[src/hdl/psb_pkg.sv]
// ----------------------------------------------------------------------------
// psb_pkg: shared definitions of the priority slot buffer
// Field widths, operation and status codes, default sizes and the records
// that travel along the slot cell chain.
// ----------------------------------------------------------------------------
package psb_pkg;

    localparam int SLOTS_DEF           = 8;
    localparam int PRIORITY_LEVELS_DEF = 8;

    localparam int OPCODE_W   = 1;
    localparam int PRIORITY_W = 3;
    localparam int NUMBER_W   = 16;
    localparam int TIME_W     = 32;
    localparam int STATUS_W   = 2;
    localparam int SLOT_IDX_W = 3;
    localparam int COUNT_W    = 32;

    localparam logic [OPCODE_W-1:0] OP_INSERT = 1'b0;
    localparam logic [OPCODE_W-1:0] OP_REMOVE = 1'b1;

    localparam logic [STATUS_W-1:0] ST_STORED    = 2'd0;
    localparam logic [STATUS_W-1:0] ST_REJECTED  = 2'd1;
    localparam logic [STATUS_W-1:0] ST_DELIVERED = 2'd2;
    localparam logic [STATUS_W-1:0] ST_EMPTY     = 2'd3;

    typedef struct packed {
        logic                  found;
        logic [PRIORITY_W-1:0] pri;
        logic [NUMBER_W-1:0]   num;
        logic [TIME_W-1:0]     tick;
    } t_cand;

    typedef struct packed {
        logic [OPCODE_W-1:0]   op;
        logic [PRIORITY_W-1:0] pri;
        logic [NUMBER_W-1:0]   num;
        logic [TIME_W-1:0]     tick;
        logic                  clr_en;
    } t_cell_ctl;

endpackage

[src/hdl/psb_ifs.sv]
// ----------------------------------------------------------------------------
// psb_ifs: request and response channels
// Valid/ready channels that carry one request and one response per transfer.
// ----------------------------------------------------------------------------
interface psb_req_if;
    logic                              valid;
    logic                              ready;
    logic [psb_pkg::OPCODE_W-1:0]      opcode;
    logic [psb_pkg::PRIORITY_W-1:0]    in_priority;
    logic [psb_pkg::NUMBER_W-1:0]      in_number;
    logic [psb_pkg::TIME_W-1:0]        in_time;

    modport source (output valid, opcode, in_priority, in_number, in_time, input ready);
    modport sink (input valid, opcode, in_priority, in_number, in_time, output ready);
endinterface

interface psb_rsp_if;
    logic                              valid;
    logic                              ready;
    logic [psb_pkg::STATUS_W-1:0]      status;
    logic [psb_pkg::SLOT_IDX_W-1:0]    slot_index;
    logic [psb_pkg::PRIORITY_W-1:0]    out_priority;
    logic [psb_pkg::NUMBER_W-1:0]      out_number;
    logic [psb_pkg::TIME_W-1:0]        out_time;
    logic [psb_pkg::COUNT_W-1:0]       reject_total;

    modport source (output valid, status, slot_index, out_priority, out_number, out_time,
                    reject_total, input ready);
    modport sink (input valid, status, slot_index, out_priority, out_number, out_time,
                  reject_total, output ready);
endinterface

[src/hdl/priority_slot_buffer.sv]
// ----------------------------------------------------------------------------
// priority_slot_buffer: request slots with priority removal and reject counts
// Top level: request capture, slot cell chain, reject counters and response
// staging.
// ----------------------------------------------------------------------------
// Each request walks a token down a chain of SLOTS cells, one cell per clock,
// and no new request is taken until that walk has ended. An insert lands in
// the lowest free slot, or is rejected and counted per priority when all
// slots are full. A remove delivers the slot with the smallest priority, then
// the earliest time, then the lowest slot. A new request is taken while the
// previous response still waits at the output, once that response has left
// the internal staging register.
module priority_slot_buffer #(
    parameter int SLOTS           = psb_pkg::SLOTS_DEF,
    parameter int PRIORITY_LEVELS = psb_pkg::PRIORITY_LEVELS_DEF
) (
    input  logic      i_clk,
    input  logic      i_rst_n,
    psb_req_if.sink   i_req,
    psb_rsp_if.source o_rsp
);

    localparam int IW    = (SLOTS > 1) ? $clog2(SLOTS) : 1;
    localparam int EW    = IW + psb_pkg::SLOT_IDX_W;
    localparam int CNT_N = (PRIORITY_LEVELS < 8) ? PRIORITY_LEVELS : 8;
    localparam int CW    = (CNT_N > 1) ? $clog2(CNT_N) : 1;

    typedef struct packed {
        logic [psb_pkg::STATUS_W-1:0]   status;
        logic [psb_pkg::SLOT_IDX_W-1:0] slot_index;
        logic [psb_pkg::PRIORITY_W-1:0] pri;
        logic [psb_pkg::NUMBER_W-1:0]   num;
        logic [psb_pkg::TIME_W-1:0]     tick;
        logic [psb_pkg::COUNT_W-1:0]    rej;
    } t_rsp;

    logic                             r_busy;
    logic                             r_start;
    logic [psb_pkg::OPCODE_W-1:0]     r_op;
    logic [psb_pkg::PRIORITY_W-1:0]   r_pri;
    logic [psb_pkg::NUMBER_W-1:0]     r_num;
    logic [psb_pkg::TIME_W-1:0]       r_tick;
    logic [psb_pkg::COUNT_W-1:0]      r_cnt [CNT_N];
    logic                             r_pend_v;
    t_rsp                             r_pend;
    logic                             r_out_v;
    t_rsp                             r_out;

    logic                             c_act      [SLOTS+1];
    psb_pkg::t_cand                   c_cand     [SLOTS+1];
    logic [IW-1:0]                    c_idx      [SLOTS+1];

    psb_pkg::t_cell_ctl               ctl;
    logic                             accept;
    logic                             scan_end;
    logic                             pend_move;
    logic [CW-1:0]                    ci;
    logic [psb_pkg::COUNT_W-1:0]      n_cnt_val;
    logic [EW-1:0]                    idx_ext;
    t_rsp                             n_pend;

    assign i_req.ready = !r_busy && !r_pend_v;
    assign accept      = i_req.valid && i_req.ready;
    assign scan_end    = c_act[SLOTS];
    assign pend_move   = r_pend_v && (!r_out_v || o_rsp.ready);

    assign c_act[0]  = r_start;
    assign c_cand[0] = '0;
    assign c_idx[0]  = '0;

    always_comb begin
        ctl.op     = r_op;
        ctl.pri    = r_pri;
        ctl.num    = r_num;
        ctl.tick   = r_tick;
        ctl.clr_en = scan_end && (r_op == psb_pkg::OP_REMOVE) && c_cand[SLOTS].found;
    end

    for (genvar k = 0; k < SLOTS; k++) begin : g_cell
        psb_cell #(
            .SLOTS   (SLOTS),
            .CELL_ID (k)
        ) u_cell (
            .i_clk      (i_clk),
            .i_rst_n    (i_rst_n),
            .i_ctl      (ctl),
            .i_clr_idx  (c_idx[SLOTS]),
            .i_act      (c_act[k]),
            .i_cand     (c_cand[k]),
            .i_cand_idx (c_idx[k]),
            .o_act      (c_act[k+1]),
            .o_cand     (c_cand[k+1]),
            .o_cand_idx (c_idx[k+1])
        );
    end

    always_comb begin
        if (32'(r_pri) < PRIORITY_LEVELS) begin
            ci = CW'(r_pri);
        end else begin
            ci = CW'(CNT_N - 1);
        end
        if (r_cnt[ci] == '1) begin
            n_cnt_val = r_cnt[ci];
        end else begin
            n_cnt_val = r_cnt[ci] + psb_pkg::COUNT_W'(1);
        end
        idx_ext = EW'(c_idx[SLOTS]);
        n_pend  = '0;
        unique case (r_op)
            psb_pkg::OP_INSERT: begin
                n_pend.pri = r_pri;
                if (c_cand[SLOTS].found) begin
                    n_pend.status     = psb_pkg::ST_STORED;
                    n_pend.slot_index = idx_ext[psb_pkg::SLOT_IDX_W-1:0];
                end else begin
                    n_pend.status = psb_pkg::ST_REJECTED;
                    n_pend.rej    = n_cnt_val;
                end
            end
            psb_pkg::OP_REMOVE: begin
                if (c_cand[SLOTS].found) begin
                    n_pend.status     = psb_pkg::ST_DELIVERED;
                    n_pend.slot_index = idx_ext[psb_pkg::SLOT_IDX_W-1:0];
                    n_pend.pri        = c_cand[SLOTS].pri;
                    n_pend.num        = c_cand[SLOTS].num;
                    n_pend.tick       = c_cand[SLOTS].tick;
                end else begin
                    n_pend.status = psb_pkg::ST_EMPTY;
                end
            end
            default: begin
                n_pend.status = psb_pkg::ST_EMPTY;
            end
        endcase
    end

    always_ff @(posedge i_clk) begin
        if (!i_rst_n) begin
            r_busy   <= 1'b0;
            r_start  <= 1'b0;
            r_pend_v <= 1'b0;
            r_out_v  <= 1'b0;
            for (int j = 0; j < CNT_N; j++) begin
                r_cnt[j] <= '0;
            end
        end else begin
            r_start <= accept;
            if (accept) begin
                r_busy <= 1'b1;
            end else if (scan_end) begin
                r_busy <= 1'b0;
            end
            if (scan_end) begin
                r_pend_v <= 1'b1;
            end else if (pend_move) begin
                r_pend_v <= 1'b0;
            end
            if (pend_move) begin
                r_out_v <= 1'b1;
            end else if (o_rsp.ready) begin
                r_out_v <= 1'b0;
            end
            if (scan_end && (r_op == psb_pkg::OP_INSERT) && !c_cand[SLOTS].found) begin
                r_cnt[ci] <= n_cnt_val;
            end
        end
    end

    always_ff @(posedge i_clk) begin
        if (accept) begin
            r_op   <= i_req.opcode;
            r_pri  <= i_req.in_priority;
            r_num  <= i_req.in_number;
            r_tick <= i_req.in_time;
        end
        if (scan_end) begin
            r_pend <= n_pend;
        end
        if (pend_move) begin
            r_out <= r_pend;
        end
    end

    assign o_rsp.valid        = r_out_v;
    assign o_rsp.status       = r_out.status;
    assign o_rsp.slot_index   = r_out.slot_index;
    assign o_rsp.out_priority = r_out.pri;
    assign o_rsp.out_number   = r_out.num;
    assign o_rsp.out_time     = r_out.tick;
    assign o_rsp.reject_total = r_out.rej;

endmodule

[src/hdl/psb_cell.sv]
// ----------------------------------------------------------------------------
// psb_cell: one request slot of the chain
// Holds one request. When the scan token reaches it, a free cell claims itself
// for an insert that no earlier cell took, or a full cell offers its request
// as the better removal candidate; the token always moves on to the next cell.
// ----------------------------------------------------------------------------
module psb_cell #(
    parameter int SLOTS   = psb_pkg::SLOTS_DEF,
    parameter int CELL_ID = 0
) (
    input  logic                   i_clk,
    input  logic                   i_rst_n,
    input  psb_pkg::t_cell_ctl     i_ctl,
    input  logic [(SLOTS > 1 ? $clog2(SLOTS) : 1)-1:0] i_clr_idx,
    input  logic                   i_act,
    input  psb_pkg::t_cand         i_cand,
    input  logic [(SLOTS > 1 ? $clog2(SLOTS) : 1)-1:0] i_cand_idx,
    output logic                   o_act,
    output psb_pkg::t_cand         o_cand,
    output logic [(SLOTS > 1 ? $clog2(SLOTS) : 1)-1:0] o_cand_idx
);

    localparam int IW = (SLOTS > 1) ? $clog2(SLOTS) : 1;
    localparam logic [IW-1:0] MY_IDX = IW'(CELL_ID);

    logic                            r_valid;
    logic                            r_act;
    logic [psb_pkg::PRIORITY_W-1:0]  r_pri;
    logic [psb_pkg::NUMBER_W-1:0]    r_num;
    logic [psb_pkg::TIME_W-1:0]      r_tick;
    psb_pkg::t_cand                  r_cand;
    logic [IW-1:0]                   r_cand_idx;

    logic           take_ins;
    logic           take_rem;
    logic           n_valid;
    psb_pkg::t_cand n_cand;
    logic [IW-1:0]  n_cand_idx;

    always_comb begin
        take_ins = i_act && (i_ctl.op == psb_pkg::OP_INSERT) && !i_cand.found && !r_valid;
        take_rem = i_act && (i_ctl.op == psb_pkg::OP_REMOVE) && r_valid &&
                   (!i_cand.found || (r_pri < i_cand.pri) ||
                    ((r_pri == i_cand.pri) && (r_tick < i_cand.tick)));
        n_cand     = i_cand;
        n_cand_idx = i_cand_idx;
        if (take_ins) begin
            n_cand.found = 1'b1;
            n_cand.pri   = i_ctl.pri;
            n_cand.num   = i_ctl.num;
            n_cand.tick  = i_ctl.tick;
            n_cand_idx   = MY_IDX;
        end else if (take_rem) begin
            n_cand.found = 1'b1;
            n_cand.pri   = r_pri;
            n_cand.num   = r_num;
            n_cand.tick  = r_tick;
            n_cand_idx   = MY_IDX;
        end
        n_valid = r_valid;
        if (take_ins) begin
            n_valid = 1'b1;
        end else if (i_ctl.clr_en && (i_clr_idx == MY_IDX)) begin
            n_valid = 1'b0;
        end
    end

    always_ff @(posedge i_clk) begin
        if (!i_rst_n) begin
            r_valid <= 1'b0;
            r_act   <= 1'b0;
        end else begin
            r_valid <= n_valid;
            r_act   <= i_act;
        end
    end

    always_ff @(posedge i_clk) begin
        r_cand     <= n_cand;
        r_cand_idx <= n_cand_idx;
        if (take_ins) begin
            r_pri  <= i_ctl.pri;
            r_num  <= i_ctl.num;
            r_tick <= i_ctl.tick;
        end
    end

    assign o_act      = r_act;
    assign o_cand     = r_cand;
    assign o_cand_idx = r_cand_idx;

endmodule

[src/flat_wrapper.sv]
// flat-port wrapper written by rule: the top's interface ports become plain ports
module priority_slot_buffer_flat 
#(
    parameter int SLOTS           = psb_pkg::SLOTS_DEF,
    parameter int PRIORITY_LEVELS = psb_pkg::PRIORITY_LEVELS_DEF
)
  (i_clk, i_rst_n, i_req_valid, i_req_opcode, i_req_in_priority, i_req_in_number, i_req_in_time, i_req_ready, o_rsp_valid, o_rsp_status, o_rsp_slot_index, o_rsp_out_priority, o_rsp_out_number, o_rsp_out_time, o_rsp_reject_total, o_rsp_ready);
  psb_req_if i_req_i ();
  psb_rsp_if o_rsp_i ();
  input  logic i_clk;
  input  logic i_rst_n;
  input wire logic [$bits(i_req_i.valid)-1:0] i_req_valid;
  input wire logic [$bits(i_req_i.opcode)-1:0] i_req_opcode;
  input wire logic [$bits(i_req_i.in_priority)-1:0] i_req_in_priority;
  input wire logic [$bits(i_req_i.in_number)-1:0] i_req_in_number;
  input wire logic [$bits(i_req_i.in_time)-1:0] i_req_in_time;
  output wire logic [$bits(i_req_i.ready)-1:0] i_req_ready;
  output wire logic [$bits(o_rsp_i.valid)-1:0] o_rsp_valid;
  output wire logic [$bits(o_rsp_i.status)-1:0] o_rsp_status;
  output wire logic [$bits(o_rsp_i.slot_index)-1:0] o_rsp_slot_index;
  output wire logic [$bits(o_rsp_i.out_priority)-1:0] o_rsp_out_priority;
  output wire logic [$bits(o_rsp_i.out_number)-1:0] o_rsp_out_number;
  output wire logic [$bits(o_rsp_i.out_time)-1:0] o_rsp_out_time;
  output wire logic [$bits(o_rsp_i.reject_total)-1:0] o_rsp_reject_total;
  input wire logic [$bits(o_rsp_i.ready)-1:0] o_rsp_ready;
  assign i_req_i.valid = i_req_valid;
  assign i_req_i.opcode = i_req_opcode;
  assign i_req_i.in_priority = i_req_in_priority;
  assign i_req_i.in_number = i_req_in_number;
  assign i_req_i.in_time = i_req_in_time;
  assign i_req_ready = i_req_i.ready;
  assign o_rsp_valid = o_rsp_i.valid;
  assign o_rsp_status = o_rsp_i.status;
  assign o_rsp_slot_index = o_rsp_i.slot_index;
  assign o_rsp_out_priority = o_rsp_i.out_priority;
  assign o_rsp_out_number = o_rsp_i.out_number;
  assign o_rsp_out_time = o_rsp_i.out_time;
  assign o_rsp_reject_total = o_rsp_i.reject_total;
  assign o_rsp_i.ready = o_rsp_ready;
  priority_slot_buffer #(.SLOTS(SLOTS), .PRIORITY_LEVELS(PRIORITY_LEVELS)) u_core (.i_clk(i_clk), .i_rst_n(i_rst_n), .i_req(i_req_i), .o_rsp(o_rsp_i));
endmodule
[config.mk]
export PLATFORM = sky130hd
export DESIGN_NAME = priority_slot_buffer_flat
export DESIGN_NICKNAME = d
export VERILOG_FILES = /design/src/hdl/psb_pkg.sv /design/src/hdl/psb_ifs.sv /design/src/hdl/priority_slot_buffer.sv /design/src/hdl/psb_cell.sv /design/src/flat_wrapper.sv
export SDC_FILE = /design/constraint.sdc
export NUM_CORES = 2
export LEC_CHECK = 0
export ABC_CLOCK_PERIOD_IN_PS = 7570
export BUFFER_PORTS_ARGS = -buffer_cell sky130_fd_sc_hd__buf_4
export CAP_MARGIN = 0
export CORE_ASPECT_RATIO = 1.5
export CORE_MARGIN = 4
export CORE_UTILIZATION = 62
export CTS_CLUSTER_DIAMETER = 60
export DETAILED_ROUTE_END_ITERATION = 8
export GPL_TIMING_DRIVEN = 0
export PLACE_DENSITY = 0.79
export SLEW_MARGIN = 20
export SYNTH_ARGS = -nofsm -noshare
export SYNTH_HDL_FRONTEND = slang
export SYNTH_SLANG_ARGS = --single-unit
export TNS_END_PERCENT = 30
[constraint.sdc]
create_clock -name i_clk -period 7.57 [get_ports i_clk]
set_clock_uncertainty 0.15 [all_clocks]
set_input_delay 1.514 -clock i_clk [delete_from_list [all_inputs] [get_ports i_clk]]
set_output_delay 1.514 -clock i_clk [all_outputs]
set_load 0.05 [all_outputs]
==> qor.yml <==
grt_max_degree: 39
clock.fmax_mhz: 212
insertion_delay_ps: 720
cp_data_required_time_ps: 7950
clock_sinks: 1348
synth.top_cell.area_share_pct: 48.1
cap_violations: 0
root_buffer: "clkbuf_16"
dr.pass1.iters: 6
grt_overflow_total: 0
fin_ws_ps: 2840
crit_chain: "ha_1, nand4_1, or2_2, nor4_1, o211ai_1, nand3_1, clkbuf_1, buf_2, mux2i_1, o21ai_0"
synth_edf_count: 892
final_cells: 5822
cts.repair.resized: 0
fp.dieW_um: 253
worst_pin_slew_ps: 1280
clk_pin_slew_ps: 70
antenna_found_initial: 2
dp_hpwl_mm: 104
coreArea_mm2: 0.0890
routed_wl_mm: 147
dieArea_mm2: 0.0948
pwr_density_cell_mw_per_mm2: 246
htreeDepth: 3
dp_cells: 5600
start_util_pct: 62.6
layout_commonest_cell: "edfxtp_1"
drc_errors: 0
portBuffers: 145
slew_violations: 0
syn_avg_cell_area_um2: 13.0
leakage_nw: 24.4
area_growth_pct: 13.0
fin_setup_tns_ps: 0
worst_path_largest_cell_delay_ps: 940
hold_viol: 0
drtIter0Drc: 3077
synthTopCellsByArea: "edfxtp_1, dfxtp_1, ha_1, mux2i_1, o21ai_0"
placed_area_mm2: 0.0588
end_kind: "flop"
grtUsageTotal_pct: 30.6
cts_buffers: 118
run_status: "complete, no violations"
final_area_mm2: 0.0630
routedWlPerCell_um: 25.3
cp-start-kind: "flop"
rsz0062_at_grt: "false"
drtAntennaViolNets: 0
finalSetupViolCount: 0
grt_pass1_wl_mm: 218
layout_common_cells: "edfxtp_1, dfxtp_1, nand2_1"
cts_hold_buf: 0
seq_area_frac_synth_pct: 64.5
cts.path.max_buffers: 3
nets: 4859
min_path_type: "flop to flop"
cp.buffers_inverters: 2
crit_family: "buffers and inverters"
peakVddDrop_mv: 0.218
gp_congestion: 0.931
rows: 134
cp.arrival_ps: 5110
crit_path_top_delay_cell: "clkbuf_1"
io_pins: 146
num_vias: 36400
post-route-period-util_pct: 62.5
antenna_cells: 0
syn_inst: 4275
ys.warnings.count: 0
cts_tree: "done"
path_class: "flop to flop"
synth-async-reset-ratio_pct: 0
drt-vias-per-instance: 6.26
synthDistinctLibCells: 82
drive_gt1_share_pct: 13.1
crit_fanout: 10
die_h_um: 375
postCtsSetupRepairBufs: 0
finalWorstPathRequiredPeriod_ps: 4730
ys_seq_elements: 1348
holdWs_ps: 264
synth_top_area_cell: "edfxtp_1"
synth_ff_type: "edfxtp_1"
place_ws_ps: 2960
syn-num-nets: 4570
synth_area_mm2: 0.0557
max-slew-margin-rel_pct: 15.0
grt_pass1_vias: 37400
[per-layer routing]
layer,up-vias,routed length [um],track usage (%)
li1,16200,-,-
met1,17900,48400,33.1
met2,1805,77300,55.5
met3,517,10700,4.52
met4,0,10900,20.0
met5,-,0,0
[sequential cells by signal, indices dropped and copies added, names as in the netlist, 8 cells and up, named ones only]
signal                           cells
u_core.o_rsp.out_number             16
u_core.g_cell.u_cell.r_tick        256
u_core.r_num                        16
u_core.g_cell.u_cell.r_valid         8
u_core.o_rsp.out_time               32
u_core.g_cell.u_cell.o_act           8
u_core.o_rsp.reject_total           32
u_core.g_cell.u_cell.o_cand        416
u_core.r_pend                       88
u_core.g_cell.u_cell.r_pri          24
u_core.g_cell.u_cell.o_cand_idx     17
u_core.r_cnt                       256
u_core.r_tick                       32
u_core.g_cell.u_cell.r_num         128
[final timing paths]
check                                                      startpoint                                     to  slack (ps)  cells past startpoint
worst min-delay path            u_core.g_cell[2].u_cell.o_cand_idx[1]  u_core.g_cell[3].u_cell.o_cand_idx[1]         260                      1
worst max register to register     u_core.g_cell[7].u_cell.r_tick[11]      u_core.g_cell[7].u_cell.o_cand[5]        2840                     10
worst max-delay path               u_core.g_cell[7].u_cell.r_tick[11]      u_core.g_cell[7].u_cell.o_cand[5]        2840                     10
worst min register to register  u_core.g_cell[2].u_cell.o_cand_idx[1]  u_core.g_cell[3].u_cell.o_cand_idx[1]         260                      1
[worst register-to-register path, cell delays in order, from the launching register on]
cell	delay, ps
edfxtp_1	430
ha_1	330
nand4_1	150
or2_2	360
nor4_1	680
o211ai_1	190
nand3_1	110
clkbuf_1	940
buf_2	510
mux2i_1	120
o21ai_0	570
[cells by family after synthesis]
kind of cell | count (synthesis) | synth area share, %
and+or+nand+nor | 1039 | 8.68
DFF | 1348 | 64.5
buffers and inverters | 552 | 4.34
adders and majority gates | 239 | 5.37
xor gates and xnor gates | 25 | 0.703
muxes | 336 | 7.60
AOI/OAI and AO/OA | 736 | 8.86
[per-stage QoR]
step	util, %	power, mW
after CTS	70.7	15.5
after detailed placement	66.1	9.25
final	70.7	15.5
after global routing	70.7	15.9
after global placement	65.4	9.20
after floorplan	-	8.90
[report_power, final]
part	switching [mW]	internal, mW
sequential	0.132	8.04
combinational	0.578	0.365
clock	2.72	3.64
[synth_stat cells (10+ instances only)]
cell type	number
a21o_1	92
nor2b_1	19
nand2b_1	12
nand3_1	89
mux4_1	15
a221o_1	17
and2_1	16
buf_1	26
dfxtp_1	456
mux2i_1	264
buf_2	18
o221ai_1	72
clkbuf_1	169
a211oi_1	11
buf_4	33
inv_1	274
ha_1	239
edfxtp_1	892
a22o_1	51
nand2_1	371
and4_1	26
nand4_1	49
o221a_2	35
nor2_1	327
o21ai_0	308
buf_6	10
xnor2_2	11
and3_1	55
or2_2	18
o21a_1	13
o211ai_1	12
a21oi_1	58
o22ai_1	33
mux4_2	49
[layout make-up]
class | instances | area [um2]
Clock inverter | 69 | 801
Tap cell | 1156 | 1450
Buffer | 272 | 1400
Fill cell | 5959 | 26100
Timing Repair Buffer | 169 | 1590
Sequential cell | 1348 | 35900
Clock buffer | 153 | 3320
Inverter | 280 | 1050
Multi-Input combinational cell | 2375 | 17400
Note: power is estimated with default switching activity, not from simulation.
